### src/stereo_video_payload_depacketizer_assert.svh
// Assertion macros used by the depacketizer top level.
`ifndef STEREO_VIDEO_PAYLOAD_DEPACKETIZER_ASSERT_SVH
`define STEREO_VIDEO_PAYLOAD_DEPACKETIZER_ASSERT_SVH

// Checked property on clk, ignored while rst is high.
`define SVPD_ASSERT(name, prop, msg) \
  name: assert property (@(posedge clk) disable iff (rst) prop) else $error(msg);

// Checked property on clk, also checked during reset.
`define SVPD_ASSERT_ALWAYS(name, prop, msg) \
  name: assert property (@(posedge clk) prop) else $error(msg);

`endif

### src/svpd_pkg.sv
// Package with the types and constants of the stereo video payload depacketizer.
package svpd_pkg;

  localparam int unsigned POS_W   = 15;
  localparam int unsigned FILL_W  = 18;
  localparam int unsigned QUEUE_DEPTH = 4;
  localparam int unsigned QPTR_W  = 2;
  localparam int unsigned QLVL_W  = 3;

  localparam logic [FILL_W-1:0] FRAME_PIXELS     = 18'd153600;
  localparam logic [POS_W-1:0]  MAX_PACKET_BYTES = 15'd16384;
  localparam int unsigned       EOF_FLAG_BIT     = 1;

  typedef enum logic [1:0] {
    KIND_PAIR     = 2'd0,
    KIND_MID      = 2'd1,
    KIND_COMPLETE = 2'd2,
    KIND_SHORT    = 2'd3
  } result_kind_t;

  typedef struct packed {
    logic [7:0] packet_byte;
    logic       end_of_packet;
  } byte_req_t;

  typedef struct packed {
    result_kind_t      result_kind;
    logic [FILL_W-1:0] pixel_index;
    logic [7:0]        left_pixel;
    logic [7:0]        right_pixel;
    logic              stamp_changed;
    logic              last_result;
  } result_req_t;

  // Results produced by one byte, handed from the core to the queue.
  typedef struct packed {
    logic [1:0]  count;
    result_req_t res0;
    result_req_t res1;
  } push_t;

endpackage

### src/svpd_core.sv
// Input register, header parsing, pixel pairing and status generation.
module svpd_core (
  input  logic                                 clk,
  input  logic                                 rst,
  input  logic                                 byte_valid,
  output logic                                 byte_stall,
  input  svpd_pkg::byte_req_t                  byte_req,
  input  logic                                 room,
  output svpd_pkg::push_t                      push
);
  import svpd_pkg::*;

  // Input register.
  logic      in_full;
  byte_req_t in_data;
  logic      process;
  logic      accept;

  // Packet and frame state.
  logic [POS_W-1:0]  byte_position, byte_position_next;
  logic [7:0]        header_length, header_length_next;
  logic [7:0]        header_flags, header_flags_next;
  logic [31:0]       packet_stamp, packet_stamp_next;
  logic [31:0]       frame_stamp, frame_stamp_next;
  logic [FILL_W-1:0] fill_count, fill_count_next;
  logic [7:0]        held_left_byte, held_left_byte_next;
  logic              holding_left, holding_left_next;

  logic       take;
  logic       pair;
  logic       holding_eff;
  logic       in_stamp;
  logic [1:0] lane;
  logic [7:0] b;
  logic       eop;
  result_req_t pair_res;
  result_req_t stat_res;

  assign process    = in_full && room;
  assign byte_stall = in_full && !process;
  assign accept     = byte_valid && !byte_stall;
  assign b          = in_data.packet_byte;
  assign eop        = in_data.end_of_packet;

  // Input register: holds one byte until the result queue has room.
  always_ff @(posedge clk) begin
    if (rst) begin
      in_full <= 1'b0;
    end else if (accept) begin
      in_full <= 1'b1;
    end else if (process) begin
      in_full <= 1'b0;
    end
  end

  always_ff @(posedge clk) begin
    if (accept) begin
      in_data <= byte_req;
    end
  end

  // Per-byte parsing and result generation.
  always_comb begin
    byte_position_next  = byte_position;
    header_length_next  = header_length;
    header_flags_next   = header_flags;
    packet_stamp_next   = packet_stamp;
    frame_stamp_next    = frame_stamp;
    fill_count_next     = fill_count;
    held_left_byte_next = held_left_byte;
    holding_left_next   = holding_left;
    holding_eff         = holding_left;
    pair                = 1'b0;
    in_stamp            = 1'b0;
    lane                = byte_position[1:0] + 2'd2;

    pair_res               = '0;
    pair_res.result_kind   = KIND_PAIR;
    stat_res               = '0;
    stat_res.result_kind   = KIND_MID;
    stat_res.last_result   = 1'b1;

    // Header fields; byte 0 opens a new packet.
    if (byte_position == '0) begin
      header_length_next = b;
      header_flags_next  = '0;
      packet_stamp_next  = '0;
      holding_eff        = 1'b0;
    end else if (byte_position == 15'd1) begin
      header_flags_next = b;
    end else if (byte_position <= 15'd5) begin
      in_stamp = 1'b1;
    end
    for (int i = 0; i < 4; i++) begin
      if (in_stamp && (lane == 2'(i))) begin
        packet_stamp_next[8*i +: 8] = packet_stamp[8*i +: 8] | b;
      end
    end
    holding_left_next = holding_eff;

    // Payload bytes are paired into left and right pixels.
    take = (byte_position < MAX_PACKET_BYTES) &&
           (byte_position >= {{(POS_W-8){1'b0}}, header_length_next});
    if (take) begin
      if (!holding_eff) begin
        held_left_byte_next = b;
        holding_left_next   = 1'b1;
      end else begin
        holding_left_next = 1'b0;
        if (fill_count < FRAME_PIXELS) begin
          pair                 = 1'b1;
          pair_res.pixel_index = fill_count;
          pair_res.left_pixel  = held_left_byte;
          pair_res.right_pixel = b;
          pair_res.last_result = !eop;
          fill_count_next      = fill_count + 18'd1;
        end
      end
    end

    // End of packet: frame status or timestamp report.
    stat_res.pixel_index = fill_count_next;
    if (eop) begin
      if (header_flags_next[EOF_FLAG_BIT]) begin
        stat_res.result_kind = (fill_count_next == FRAME_PIXELS) ? KIND_COMPLETE : KIND_SHORT;
        fill_count_next      = '0;
        frame_stamp_next     = '0;
      end else begin
        stat_res.stamp_changed = (frame_stamp != '0) && (packet_stamp_next != frame_stamp);
        frame_stamp_next       = packet_stamp_next;
      end
      byte_position_next = '0;
      holding_left_next  = 1'b0;
    end else if (byte_position < MAX_PACKET_BYTES) begin
      byte_position_next = byte_position + 15'd1;
    end

    // Results handed to the queue, pair first.
    push       = '0;
    push.count = process ? ({1'b0, pair} + {1'b0, eop}) : 2'd0;
    push.res0  = pair ? pair_res : stat_res;
    push.res1  = stat_res;
  end

  // State registers advance once per processed byte.
  always_ff @(posedge clk) begin
    if (rst) begin
      byte_position  <= '0;
      header_length  <= '0;
      header_flags   <= '0;
      packet_stamp   <= '0;
      frame_stamp    <= '0;
      fill_count     <= '0;
      held_left_byte <= '0;
      holding_left   <= 1'b0;
    end else if (process) begin
      byte_position  <= byte_position_next;
      header_length  <= header_length_next;
      header_flags   <= header_flags_next;
      packet_stamp   <= packet_stamp_next;
      frame_stamp    <= frame_stamp_next;
      fill_count     <= fill_count_next;
      held_left_byte <= held_left_byte_next;
      holding_left   <= holding_left_next;
    end
  end

endmodule

### src/svpd_queue.sv
// Result queue that takes up to two results per cycle and sends one while result_stall is low.
module svpd_queue (
  input  logic                             clk,
  input  logic                             rst,
  input  svpd_pkg::push_t                  push,
  output logic                             room,
  output logic [svpd_pkg::QLVL_W-1:0]      level,
  output logic                             result_valid,
  input  logic                             result_stall,
  output svpd_pkg::result_req_t            result_req
);
  import svpd_pkg::*;

  result_req_t       entries [QUEUE_DEPTH];
  logic [QPTR_W-1:0] wr_ptr;
  logic [QPTR_W-1:0] rd_ptr;
  logic              pop;

  assign result_valid = (level != '0);
  assign pop          = result_valid && !result_stall;
  assign room         = (level <= QLVL_W'(QUEUE_DEPTH - 2));
  assign result_req   = entries[rd_ptr];

  // Entry writes.
  always_ff @(posedge clk) begin
    if (push.count != 2'd0) begin
      entries[wr_ptr] <= push.res0;
    end
    if (push.count == 2'd2) begin
      entries[wr_ptr + QPTR_W'(1)] <= push.res1;
    end
  end

  // Pointers and fill level.
  always_ff @(posedge clk) begin
    if (rst) begin
      wr_ptr <= '0;
      rd_ptr <= '0;
      level  <= '0;
    end else begin
      wr_ptr <= wr_ptr + push.count;
      if (pop) begin
        rd_ptr <= rd_ptr + QPTR_W'(1);
      end
      level <= level + QLVL_W'(push.count) - QLVL_W'(pop);
    end
  end

endmodule

### src/stereo_video_payload_depacketizer.sv
// Top level of the stereo video payload depacketizer.
//
//  channel  | signals                          | moves
//  ---------+----------------------------------+------------------------------
//  byte     | byte_valid, byte_stall, byte_req | one payload byte and its end flag
//  result   | result_valid, result_stall,      | one pixel pair or packet status
//           | result_req                       |
//
// One byte is taken per cycle while byte_stall is low; it is held in the input
// register and its results are written into the queue behind the result channel.
// A byte that completes a pixel pair and closes a packet gives two results, which
// leave the four-entry result queue one after the other.
// The input register holds its byte while the queue has fewer than two free
// entries, and the byte channel stalls only then.
// Synchronous reset clears the packet state, fill count and queue.
module stereo_video_payload_depacketizer (
  input  logic                   clk,
  input  logic                   rst,
  input  logic                   byte_valid,
  output logic                   byte_stall,
  input  svpd_pkg::byte_req_t    byte_req,
  output logic                   result_valid,
  input  logic                   result_stall,
  output svpd_pkg::result_req_t  result_req
);
  import svpd_pkg::*;
  `include "stereo_video_payload_depacketizer_assert.svh"

  push_t             push;
  logic              room;
  logic [QLVL_W-1:0] level;
  logic              two_marked;
  logic              pair_out;
  logic              pair_index_ok;
  logic              last_leaves;

  svpd_core u_core (
    .clk        (clk),
    .rst        (rst),
    .byte_valid (byte_valid),
    .byte_stall (byte_stall),
    .byte_req   (byte_req),
    .room       (room),
    .push       (push)
  );

  svpd_queue u_queue (
    .clk          (clk),
    .rst          (rst),
    .push         (push),
    .room         (room),
    .level        (level),
    .result_valid (result_valid),
    .result_stall (result_stall),
    .result_req   (result_req)
  );

  // Terms used by the checks below.
  assign two_marked    = !push.res0.last_result && push.res1.last_result &&
                         (push.res0.result_kind == KIND_PAIR);
  assign pair_out      = result_valid && (result_req.result_kind == KIND_PAIR);
  assign pair_index_ok = (result_req.pixel_index < FRAME_PIXELS);
  assign last_leaves   = result_valid && !result_stall && (level == QLVL_W'(1)) &&
                         (push.count == 2'd0);

  // The queue never overfills.
  `SVPD_ASSERT(a_level_bound, level <= QLVL_W'(QUEUE_DEPTH), "result queue overflow")

  // A byte with two results marks only the second as last.
  `SVPD_ASSERT(a_two_results_last, (push.count == 2'd2) |-> two_marked, "bad last marks")

  // Pixel pairs never index past the frame.
  `SVPD_ASSERT(a_pair_index, pair_out |-> pair_index_ok, "pixel index out of frame")

  // The last queued request leaves and nothing arrives: the queue goes empty.
  `SVPD_ASSERT(a_drain, last_leaves |=> !result_valid, "queue did not drain")

endmodule
### config.mk
export PLATFORM = sky130hd
export DESIGN_NAME = stereo_video_payload_depacketizer
export DESIGN_NICKNAME = d
export VERILOG_FILES = /design/src/svpd_pkg.sv /design/src/svpd_core.sv /design/src/svpd_queue.sv /design/src/stereo_video_payload_depacketizer.sv
export VERILOG_INCLUDE_DIRS = /design/src /design/src/src
export SDC_FILE = /design/constraint.sdc
export NUM_CORES = 1
export LEC_CHECK = 0
export BUFFER_PORTS_ARGS = -buffer_cell sky130_fd_sc_hd__buf_2
export CORE_MARGIN = 5
export CORE_UTILIZATION = 30
export DETAILED_ROUTE_END_ITERATION = 6
export GPL_TIMING_DRIVEN = 0
export SLEW_MARGIN = 10
export SYNTH_ARGS = -nofsm -noshare
export SYNTH_HDL_FRONTEND = slang
export SYNTH_SLANG_ARGS = --single-unit
### constraint.sdc
create_clock -name clk -period 16.2 [get_ports clk]
set_input_delay 1.62 -clock clk [delete_from_list [all_inputs] [get_ports clk]]
set_output_delay 1.62 -clock clk [all_outputs]
set_load 0.02 [all_outputs]
==> run summary, run 1 <==
status = finished, final reports clean
Slew @ Worst Pin = 1216 ps
Hold-fix buffers, CTS = 0
Top FF cell, synth = dfxtp_1
RSZ-0062 raised after global routing = no
placer congestion estimate = 0.9066
worst hold path stage count = 1
crit share post-route = 0.5556
total power = 1864 µW
Core ar. = 0.04656 mm²
Antenna Nets Post-Route = 0
CTS root buf = clkbuf_16
CTS tree = yes
TritonCTS Buffers = 31
final hold vios = 0
Seq/Total Area, Yosys = 0.4711
critical path class = register to register
skew final = 19.47 ps
Avg Inst Size Synth = 9.671 µm²
clk sink count = 286
Rel. slew slack = 0.1818
first-pass GRT wire length = 74.99 mm
clock latency on the worst-skew pair = 570 ps
fmax = 111.1 MHz
YS warnings = 0
Hold EP = u_queue.entries[2][3]
Initial Util = 0.3035
I/O Buffers = 51
syn_nets = 1495
Ports = 53
post-DR vias/cell = 5.802
Cell variety after synth = 76
Synth Instances = 1461
Rows = 79
Clock H-tree levels = 1
Die Wd = 227.0 µm
Setup-failing EPs final = 0
number of global-route vias before repair = 12.15k
DRC = 0
nets = 1579
Max Buffers Root-to-Sink = 3
post-layout min period = 9000 ps
R2R Path End = u_queue.entries[1][29]
synthesized flop and latch total = 286
Post-synth EDFFs = 93
Synth async-reset ratio = 0
CP max FO = 22
reg2reg setup slack = 7200 ps
Startpoint Class = register
crit end category = register
Post-DP HPWL = 35.49 mm
remaining global-route overflow = 0
PD cells = 114.9 mW/mm²
Slew Limit Fails = 0
synthesized area = 0.01413 mm²
drt total wl = 49.76 mm
worst-case reg-to-reg path depth = 25
fin worst setup slack = 7200 ps
pin count of the biggest net entering global routing = 23
via count = 12.63k
drt pass-1 iters = 6
dpl ws = 7394 ps
initial antenna violation count = 0
setup TNS = 0 ps
Worst EP arrival = 9110 ps
Filler Cells Inserted = 4716
DR iter-0 viols = 1420
Hold WS = 462.1 ps
CTS resizes = 0
# Post-CTS Setup Buffers = 0
LEAKAGE = 0.005293 µW
maximum VDD drop = 0.06923 mV
overall routing resource usage = 0.1870
Worst EP required = 16310 ps
Layout area overhead = 14.80%
post-DR wirelength/cell = 22.86 µm
clock slew at reported path FFs = 60 ps
Die Span Y = 227.0 µm
max-cap violations = 0
worst r2r src = u_core.byte_position[0]
DIE AREA = 0.05154 mm²
Min-Delay Path Class = register to register
layout cells sized above 1 = 0.1090
Hold Crit Start = u_queue.entries[2][3]
==> power breakdown <==
| group | internal (µW) | leakage (µW) | switching (µW) |
|---|---|---|---|
| Combinational | 113 | 0.00235 | 226 |
| Clock | 450 | 0.000539 | 301 |
| Sequential | 760 | 0.00240 | 14.4 |
==> critical path: stages (launching register included) <==
cell and delay (ps):
dfxtp_1 440, inv_1 130, ha_1 230, buf_2 200, nor4b_1 180, nand4_1 380, clkbuf_1 520, clkbuf_1 510
buf_1 440, a21oi_1 170, ha_1 330, nand4_1 110, o21ai_0 160, o21ai_1 250, a21o_1 260, buf_4 170
inv_2 60, buf_2 220, clkbuf_1 420, clkbuf_1 590, ha_1 350, clkbuf_2 180, o21ai_1 440, nor2_1 330
nor2_1 700, inv_1 740
==> flip-flops by register name (all words and copies together) (netlist names), named ones only <==
name and count:
u_core.b 8, u_core.byte_position 15, u_core.eop 1, u_core.fill_count 18, u_core.frame_stamp 32, u_core.header_flags 1
u_core.header_length 8, u_core.held_left_byte 8, u_core.holding_left 1, u_core.in_full 1, u_core.packet_stamp 32, u_queue.entries 152
u_queue.level 3, u_queue.rd_ptr 2, u_queue.wr_ptr 2
==> final cells by class <==
| class | count | area, µm² | share of cell area |
|---|---|---|---|
| Multi-Input combinational cell | 1001 | 6797 | 0.4190 |
| Sequential cell | 286 | 6656 | 0.4104 |
| Clock buffer | 36 | 845.8 | 0.05214 |
| Tap cell | 607 | 759.5 | 0.04682 |
| Buffer | 132 | 519.2 | 0.03201 |
| Timing Repair Buffer | 51 | 255.2 | 0.01574 |
| Clock inverter | 21 | 227.7 | 0.01404 |
| Inverter | 42 | 157.7 | 0.009719 |
| Antenna cell | 1 | 2.502 | 0.0001543 |
==> how the worst max path moves through the flow <==
stage / startpoint / end / slack (ps) / cells past startpoint
6_report: u_core.byte_position[0] / u_queue.entries[1][29] / 7200 / 25
5_1_grt: u_core.byte_position[0] / u_queue.entries[1][22] / 6510 / 26
4_1_cts: u_core.byte_position[0] / u_queue.entries[1][22] / 7350 / 25
3_5_place_dp: u_core.byte_position[0] / u_queue.entries[1][30] / 7390 / 25
3_3_place_gp: u_core.byte_position[0] / u_queue.entries[1][29] / 7380 / 25
2_1_floorplan: u_core.byte_position[0] / u_queue.entries[1][0] / 10080 / 26
==> cells by family (layout without fill, tap and decap cells) <==
kind of cell    count (synthesis)  after routing  share of synthesized area
mux                            43             43                    0.06420
simple gates                  427            427                     0.1456
xor+xnor                       30             30                    0.01860
compound gates                480            480                     0.2335
fa+ha+maj                      21             21                    0.01913
buf+inv                       174            282                    0.04791
other cells                     0              1                          0
flops                         286            286                     0.4711
==> Yosys cell counts (9+ instances only) <==
| cell type | instances | area [µm²] |
|---|---|---|
| a211oi_1 | 14 | 105.1 |
| a21oi_1 | 96 | 480.5 |
| a31oi_1 | 10 | 62.56 |
| a32o_1 | 65 | 650.6 |
| a41oi_1 | 13 | 113.9 |
| and3_1 | 15 | 93.84 |
| buf_1 | 13 | 48.80 |
| buf_2 | 9 | 45.04 |
| clkbuf_1 | 107 | 401.6 |
| dfxtp_1 | 193 | 3864 |
| edfxtp_1 | 93 | 2793 |
| ha_1 | 20 | 250.2 |
| inv_1 | 41 | 153.9 |
| mux4_2 | 38 | 855.8 |
| nand2_1 | 141 | 529.3 |
| nand2b_1 | 15 | 93.84 |
| nand3_1 | 28 | 140.1 |
| nand4_1 | 14 | 87.58 |
| nor2_1 | 111 | 416.7 |
| nor2b_1 | 9 | 56.30 |
| nor3_1 | 26 | 130.1 |
| nor4_1 | 14 | 87.58 |
| o21ai_0 | 125 | 625.6 |
| o22ai_1 | 21 | 131.4 |
| o31ai_1 | 47 | 352.8 |
| or3_1 | 23 | 143.9 |
| xnor2_1 | 18 | 157.7 |
| xor2_1 | 12 | 105.1 |
==> cell usage in the layout (no fill, tap or decap), drive strengths merged, types with 20 or more instances in the layout <==
cell	n
dfxtp	193
or3	23
mux4	38
nand2	141
o31ai	47
o21ai	127
ha	20
clkbuf	144
nor2	111
o22ai	21
nor3	28
buf	75
a21oi	96
inv	43
nand3	28
edfxtp	93
a32o	65
==> routing by layer <==
| metal | GRT usage | vias to the layer above | routed length [µm] |
|---|---|---|---|
| met5 | 0 | - | 0 |
| met4 | 0.07369 | 0 | 2079 |
| met3 | 0.03456 | 137 | 4210 |
| met2 | 0.3023 | 631 | 22900 |
| met1 | 0.2498 | 6143 | 20580 |
| li1 | - | 5721 | - |
==> per-stage QoR <==
stage / util / cells / area (µm²)
detailed placement: 0.3253 / 2119 / 15140
global placement: 0.3253 / 2119 / 15140
CTS: 0.3484 / 2176 / 16220
floorplan: - / 1461 / 14130
global route: 0.3484 / 2176 / 16220
finish: 0.3484 / 2177 / 16220
No activity file was read; power rests on OpenSTA's default activity.
==> inputs of run 2 (changes only) <==
ABC_AREA = 1   (was default)
clock period = 7.7 ns   (was 16.2 ns; I/O delays follow)
==> run summary, run 2 <==
Min-Delay Path Class = input port to register (was register to register)
nets = 1959 (was 1579)
Top FF cell, synth = dfxtp_1 (unchanged)
post-layout min period = 6819 ps (was 9000 ps)
Synth area leaders = dfxtp_1 27%, edfxtp_1 20%, nand2_1 11% (was dfxtp_1 27%, edfxtp_1 20%, mux4_2 6.1%)
placer congestion estimate = 0.8842 (was 0.9066)
fin worst setup slack = 881.4 ps (was 7200 ps)
remaining global-route overflow = 0 (unchanged)
Die Span Y = 227.6 µm (was 227.0 µm)
synth cell count leaders = 413 x nand2_1, 210 x nor2_1, 193 x dfxtp_1 (was 193 x dfxtp_1, 141 x nand2_1, 125 x o21ai_0)
Synth Instances = 1840 (was 1461)
R2R Path End = u_queue.entries[3][1] (was u_queue.entries[1][29])
dpl ws = 902.7 ps (was 7394 ps)
RSZ-0062 raised after global routing = no (unchanged)
worst hold path stage count = 1 (unchanged)
Worst path slowest cell = inv_1 (unchanged)
Avg Inst Size Synth = 7.717 µm² (was 9.671 µm²)
drt total wl = 44.75 mm (was 49.76 mm)
I/O Buffers = 52 (was 51)
worst r2r src = u_core.byte_position[0] (unchanged)
Clock H-tree levels = 1 (unchanged)
Post-synth EDFFs = 93 (unchanged)
drt pass-1 iters = 5 (was 6)
Die Wd = 227.6 µm (was 227.0 µm)
met2 WL = 20.19 mm (was 22.90 mm)
synthesized flop and latch total = 286 (unchanged)
maximum VDD drop = 0.1783 mV (was 0.06923 mV)
overall routing resource usage = 0.1677 (was 0.1870)
# Post-CTS Setup Buffers = 0 (unchanged)
Hold-fix buffers, CTS = 0 (unchanged)
crit end category = register (unchanged)
Filler Cells Inserted = 4882 (was 4716)
Hold EP = u_core.b[4] (was u_queue.entries[2][3])
Startpoint Class = register (unchanged)
Worst EP arrival = 7260 ps (was 9110 ps)
PD cells = 258.2 mW/mm² (was 114.9 mW/mm²)
Rows = 79 (unchanged)
most frequent cells in the layout = 413 x nand2_1, 210 x nor2_1, 193 x dfxtp_1, 182 x inv_1, 180 x o21ai_0 (was 193 x dfxtp_1, 141 x nand2_1, 125 x o21ai_0, 111 x nor2_1, 108 x clkbuf_1)
Met3 Wirelength = 3.763 mm (was 4.210 mm)
first-pass GRT wire length = 69.71 mm (was 74.99 mm)
register area = 0.006656 mm² (unchanged)
reg2reg setup slack = 880 ps (was 7200 ps)
register name with the most flops = u_queue.entries (unchanged)
Crit path largest cell delay = 840 ps (was 740 ps)
setup TNS = 0 ps (unchanged)
Seq/Total Area, Yosys = 0.4688 (was 0.4711)
skew final = 28.26 ps (was 19.47 ps)
number of diodes = 0 (was 1)
Setup-failing EPs final = 0 (unchanged)
Yosys top cell area share = 0.2721 (was 0.2734)
pin count of the biggest net entering global routing = 24 (was 23)
Slew Limit Fails = 0 (unchanged)
Hold Crit Start = byte_req[5] (was u_queue.entries[2][3])
clock slew at reported path FFs = 60 ps (about the same)
worst-case reg-to-reg path depth = 33 (was 25)
post-DR wirelength/cell = 17.52 µm (was 22.86 µm)
Placed Cells = 2499 (was 2119)
top routing layer in use = met5 (was met4)
Slew @ Worst Pin = 1087 ps (was 1216 ps)
number of global-route vias before repair = 12.69k (was 12.15k)
Synth async-reset ratio = 0 (unchanged)
final hold vios = 0 (unchanged)
DR iter-0 viols = 1117 (was 1420)
CTS resizes = 0 (unchanged)
post-DR vias/cell = 5.190 (was 5.802)
Layout area overhead = 14.56% (was 14.80%)
area of the multi-input gates = 0.006384 mm² (was 0.006797 mm²)
LEAKAGE = 0.006280 µW (was 0.005293 µW)
Worst EP required = 8140 ps (was 16310 ps)
most common cell after layout, fill and taps aside = nand2_1 (was dfxtp_1)
DIE AREA = 0.05178 mm² (was 0.05154 mm²)
clk sink count = 286 (unchanged)
via count = 13.26k (was 12.63k)
Max Buffers Root-to-Sink = 3 (unchanged)
Yosys top cell by area = dfxtp_1 (unchanged)
Rel. slew slack = 0.2743 (was 0.1818)
status = finished, final reports clean (unchanged)
DRC = 0 (unchanged)
initial antenna violation count = 1 (was 0)
TritonCTS Buffers = 31 (unchanged)
max-cap violations = 0 (unchanged)
Post-DP HPWL = 31.04 mm (was 35.49 mm)
YS warnings = 0 (unchanged)
CTS root buf = clkbuf_16 (unchanged)
Ports = 53 (unchanged)
count leader, synth = nand2_1 (was dfxtp_1)
crit share post-route = 0.8855 (was 0.5556)
clock latency on the worst-skew pair = 600 ps (was 570 ps)
Post-Route M1 WL = 19.43 mm (was 20.58 mm)
CP max FO = 23 (was 22)
Largest regs = u_queue.entries: 152 flops, u_core.frame_stamp: 32 flops, u_core.packet_stamp: 32 flops (unchanged)
max reg flops = 152 (unchanged)
synthesized area = 0.01420 mm² (was 0.01413 mm²)
post-route insts no fill = 2555 (was 2177)
layout cells sized above 1 = 0.09702 (was 0.1090)
critical path class = register to register (unchanged)
Antenna Nets Post-Route = 0 (unchanged)
Cell variety after synth = 47 (was 76)
fmax = 146.7 MHz (was 111.1 MHz)
Initial Util = 0.3044 (was 0.3035)
CTS tree = yes (unchanged)
syn_nets = 1874 (was 1495)
Core ar. = 0.04665 mm² (was 0.04656 mm²)
run 2: cell count changes in the layout (fill, tap and decap cells not counted), moves of 47 or more:
cell	change
nand2_1	+272
inv_1	+141
o22ai_1	+117
nor2_1	+99
a32o_1	-65
o21ai_0	+55
a21oi_1	-47
o31ai_1	-47
run 2: worst max-delay path: cells and delay by family (launching register included):
family                     cells  cell delay, ps
buffers and inverters         12            2550
and+or+nand+nor               15            2290
adders and majority gates      3             660
AOI/OAI and AO/OA              2             640
DFF                            1             360
muxes                          1             170
run 2: worst max-delay path by stage:
| stage | slack (ps) | depth (start not counted) | endpoint | start |
|---|---|---|---|---|
| final | 880 | 33 | u_queue.entries[3][1] | u_core.byte_position[0] |
| after global routing | 380 | 33 | u_queue.entries[3][37] | u_core.byte_position[0] |
| after detailed placement | 900 | 33 | u_queue.entries[3][37] | u_core.byte_position[0] |
| after floorplan | 2760 | 33 | u_queue.entries[0][1] | u_core.byte_position[0] |
| after global placement | 1030 | 33 | u_queue.entries[3][1] | u_core.byte_position[0] |
| after CTS | 890 | 33 | u_queue.entries[3][37] | u_core.byte_position[0] |
run 2: stage by stage:
stage	cell area [µm²]	util	hold WS, ps	power [µW]
floorplan	14200	-	423.1	2336
global placement	15220	0.3262	432.5	2682
detailed placement	15220	0.3262	440.2	2694
CTS	16270	0.3487	343.5	4230
global route	16270	0.3487	343.5	4394
finish	16270	0.3487	369.0	4200
run 2: final cells by class:
class | count | share of cell area
Clock inverter | 17 | 0.01108
Timing Repair Buffer | 52 | 0.01600
Buffer | 94 | 0.02654
Multi-Input combinational cell | 1266 | 0.3924
Tap cell | 607 | 0.04669
Sequential cell | 286 | 0.4092
Clock buffer | 39 | 0.05330
Inverter | 194 | 0.04477
run 2: kinds of logic after synthesis:
logic type / synth area share
xor gates and xnor gates: 0.009340
DFF: 0.4688
muxes: 0.004935
AOI/OAI and AO/OA: 0.1739
and+or+nand+nor: 0.2423
adders and majority gates: 0.01903
buffers and inverters: 0.08168
run 2: routing by layer:
| metal | track usage | up-vias |
|---|---|---|
| li1 | - | 6435 |
| met1 | 0.2285 | 6196 |
| met2 | 0.2721 | 530 |
| met3 | 0.02966 | 98 |
| met4 | 0.05324 | 2 |
| met5 | 0 | - |
run 2: report_power, final:
group	switching, µW	internal, µW
Sequential	64.7	1630
Combinational	692	278
Clock	639	898
Total	1400	2800
==> inputs of run 3 (changes only) <==
ABC_AREA = default   (was 1)
SYNTH_HIERARCHICAL = 1   (was default)
==> run summary, run 3 <==
DRC = 0 (unchanged)
Antenna Nets Post-Route = 0 (unchanged)
Top FF cell, synth = edfxtp_1 (was dfxtp_1)
CTS tree = yes (unchanged)
setup TNS = 0 ps (unchanged)
Initial Util = 0.3043 (was 0.3044)
Avg Inst Size Synth = 11.41 µm² (was 7.717 µm²)
Rows = 81 (was 79)
CP max FO = 27 (was 23)
Hold-fix buffers, CTS = 0 (unchanged)
Die Wd = 233.3 µm (was 227.6 µm)
Setup-failing EPs final = 0 (unchanged)
TritonCTS Buffers = 30 (was 31)
Hold EP = u_core/b[1] (was u_core.b[4])
number of global-route vias before repair = 10.62k (was 12.69k)
via count = 10.69k (was 13.26k)
Cell variety after synth = 80 (was 47)
status = finished, final reports clean (unchanged)
Startpoint Class = register (unchanged)
Worst path slowest cell = or3b_2 (was inv_1)
Seq/Total Area, Yosys = 0.4905 (was 0.4688)
drt total wl = 40.33 mm (was 44.75 mm)
Rel. slew slack = 0.2561 (was 0.2743)
Crit path largest cell delay = 510 ps (was 840 ps)
Clk pwr share = 0.385 (was 0.366)
DR iter-0 viols = 858 (was 1117)
Hold Crit Start = byte_req[2] (was byte_req[5])
cell breakdown of the critical path = inv_1 > ha_1 > buf_2 > or3b_2 > nor4_4 > clkbuf_2 > clkbuf_2 > clkbuf_4 > mux2i_1 > ha_1 > nand4_1 > or3_1 > a21o_1 > a21oi_4 > clkbuf_4 > ha_1 > and3_1 > nor2b_4 > and3b_4 > buf_6 > buf_6 > a21o_2 > buf_12
Logic pwr share = 0.181 (was 0.231)
Die Span Y = 233.3 µm (was 227.6 µm)
Post-synth EDFFs = 161 (was 93)
Bufs and invs on worst path = 9 (was 12)
post-layout min period = 7367 ps (was 6819 ps)
Hold WS = 387.4 ps (was 369.0 ps)
CTS root buf = clkbuf_16 (unchanged)
Ports = 53 (unchanged)
critical path class = register to register (unchanged)
area post-placement = 0.01634 mm² (was 0.01522 mm²)
I/O Buffers = 52 (unchanged)
crit end category = register (unchanged)
Sw Ratio = 0.2798 (was 0.3323)
first-pass GRT wire length = 62.95 mm (was 69.71 mm)
Crit path max-delay family = buffers and inverters (unchanged)
YS warnings = 6 (was 0)
Max Buffers Root-to-Sink = 3 (unchanged)
Core ar. = 0.04915 mm² (was 0.04665 mm²)
Slew Limit Fails = 0 (unchanged)
max-cap violations = 0 (unchanged)
number of diodes = 0 (unchanged)
Synth async-reset ratio = 0 (unchanged)
crit share post-route = 0.9567 (was 0.8855)
P_int = 2783 µW (was 2804 µW)
Clock H-tree levels = 1 (unchanged)
max reg flops = 152 (unchanged)
placer congestion estimate = 0.9185 (was 0.8842)
post-DR wirelength/cell = 19.15 µm (was 17.52 µm)
Yosys top cell by area = edfxtp_1 (was dfxtp_1)
RSZ-0062 raised after global routing = no (unchanged)
remaining global-route overflow = 0 (unchanged)
Synth area leaders = edfxtp_1 32%, dfxtp_1 17%, mux2_2 9.1% (was dfxtp_1 27%, edfxtp_1 20%, nand2_1 11%)
Filler Cells Inserted = 4846 (was 4882)
DIE AREA = 0.05443 mm² (was 0.05178 mm²)
synthesized flop and latch total = 286 (unchanged)
worst r2r src = u_core/byte_position[0] (was u_core.byte_position[0])
worst-case reg-to-reg path depth = 23 (was 33)
maximum VDD drop = 0.1550 mV (was 0.1783 mV)
Post-DP HPWL = 27.97 mm (was 31.04 mm)
synth cell count leaders = 161 x edfxtp_1, 125 x dfxtp_1, 121 x mux2_2 (was 413 x nand2_1, 210 x nor2_1, 193 x dfxtp_1)
most frequent cells in the layout = 161 x edfxtp_1, 125 x dfxtp_1, 121 x mux2_2, 111 x nor2_1, 91 x nand2_1 (was 413 x nand2_1, 210 x nor2_1, 193 x dfxtp_1, 182 x inv_1, 180 x o21ai_0)
post-DR vias/cell = 5.075 (was 5.190)
drt pass-1 iters = 6 (was 5)
clock latency on the worst-skew pair = 570 ps (was 600 ps)
overall routing resource usage = 0.1464 (was 0.1677)
Synth Instances = 1311 (was 1840)
post-route cell area = 0.01738 mm² (was 0.01627 mm²)
Worst EP required = 7950 ps (was 8140 ps)
LEAKAGE = 0.006302 µW (was 0.006280 µW)
pin count of the biggest net entering global routing = 28 (was 24)
sw power = 1081 µW (was 1396 µW)
most common cell after layout, fill and taps aside = edfxtp_1 (was nand2_1)
Yosys top cell area share = 0.3232 (was 0.2721)
clock slew at reported path FFs = 60 ps (about the same)
Largest regs = u_queue/entries: 152 flops, u_core/frame_stamp: 32 flops, u_core/packet_stamp: 32 flops (was u_queue.entries: 152 flops, u_core.frame_stamp: 32 flops, u_core.packet_stamp: 32 flops)
Layout area overhead = 16.21% (was 14.56%)
Min-Delay Path Class = input port to register (unchanged)
Flop pwr share = 0.434 (was 0.403)
Worst EP arrival = 7620 ps (was 7260 ps)
PD cells = 222.3 mW/mm² (was 258.2 mW/mm²)
skew final = 11.49 ps (was 28.26 ps)
final hold vios = 0 (unchanged)
fmax = 135.7 MHz (was 146.7 MHz)
worst hold path stage count = 1 (unchanged)
initial antenna violation count = 1 (unchanged)
reg2reg setup slack = 330 ps (was 880 ps)
count leader, synth = edfxtp_1 (was nand2_1)
R2R Path End = u_queue/entries[2][27] (was u_queue.entries[3][1])
area of the multi-input gates = 0.006978 mm² (was 0.006384 mm²)
clk sink count = 286 (unchanged)
layout cells sized above 1 = 0.2559 (was 0.09702)
nets = 1451 (was 1959)
synthesized area = 0.01496 mm² (was 0.01420 mm²)
register name with the most flops = u_queue/entries (was u_queue.entries)
Slew @ Worst Pin = 1106 ps (was 1087 ps)
most used cell, CP = ha_1
register area = 0.007337 mm² (was 0.006656 mm²)
==> run 3: cell count changes after synthesis, moves of 98 or more <==
| cell | delta |
|---|---|
| nand2_1 | -322 |
| inv_1 | -153 |
| o21ai_0 | -144 |
| o22ai_1 | -129 |
| mux2_2 | +121 |
| nor2_1 | -98 |
==> run 3: how the worst max path moves through the flow <==
stage	from	to	slack [ps]	depth (start not counted)
final	u_core/byte_position[0]	u_queue/entries[2][27]	330	23
after global routing	u_core/byte_position[0]	u_queue/entries[2][24]	10	23
after CTS	u_core/byte_position[0]	u_queue/entries[2][24]	40	23
after detailed placement	u_core/byte_position[0]	u_queue/entries[2][24]	-1140	24
after global placement	u_core/byte_position[0]	u_queue/entries[3][25]	-3950	21
after floorplan	u_core/byte_position[0]	u_queue/entries[3][0]	70	21
==> run 3: kinds of logic after synthesis <==
family                   after synthesis  share of synthesized area
multiplexers                         211                     0.1935
AND/OR/NAND/NOR                      366                     0.1232
adder cells (fa/ha/maj)               20                    0.01723
XOR/XNOR                              47                    0.02752
flip-flops                           286                     0.4905
buffers and inverters                157                    0.05127
AO/OA/AOI/OAI                        222                    0.09636
other                                  2                  0.0005020
==> run 3: power groups by stage <==
stage / Clock [µW] / Sequential [µW] / Combinational [µW]
floorplan: 0 / 1700 / 471
global placement: 0 / 1710 / 686
detailed placement: 0 / 1710 / 702
CTS: 1520 / 1680 / 705
global route: 1590 / 1680 / 754
finish: 1490 / 1680 / 699
==> run 3: per-stage QoR <==
step	worst slack, ps	utilization	cells	power, µW
2_1_floorplan	65.55	-	1326	2174
3_3_place_gp	-3950	0.3278	2042	2398
3_5_place_dp	-1137	0.3325	2051	2413
4_1_cts	36.36	0.3534	2106	3906
5_1_grt	12.54	0.3537	2106	4027
6_report	333.0	0.3537	2106	3865
==> run 3: metal layers <==
layer | vias up | routed length, µm | global-route usage
met1 | 5297 | 17840 | 0.1943
li1 | 5032 | - | -
met3 | 65 | 2143 | 0.02054
met2 | 291 | 19360 | 0.2512
met5 | - | 9 | 0
met4 | 2 | 979 | 0.03932
==> run 3: what timing repair did <==
item | CTS | global route
setup endpoints to repair | 307 | 52
setup buffers | 0 | 0
gates resized for setup | 5 | 4
==> run 3: final cells by class <==
| class | count | share of cell area |
|---|---|---|
| sequential | 286 | 0.4221 |
| multi-input combinational | 883 | 0.4014 |
| clock buffer | 43 | 0.04952 |
| tap | 664 | 0.04779 |
| buffer | 126 | 0.03793 |
| timing repair buffer | 61 | 0.02620 |
| clock inverter | 13 | 0.008637 |
| inverter | 30 | 0.006478 |
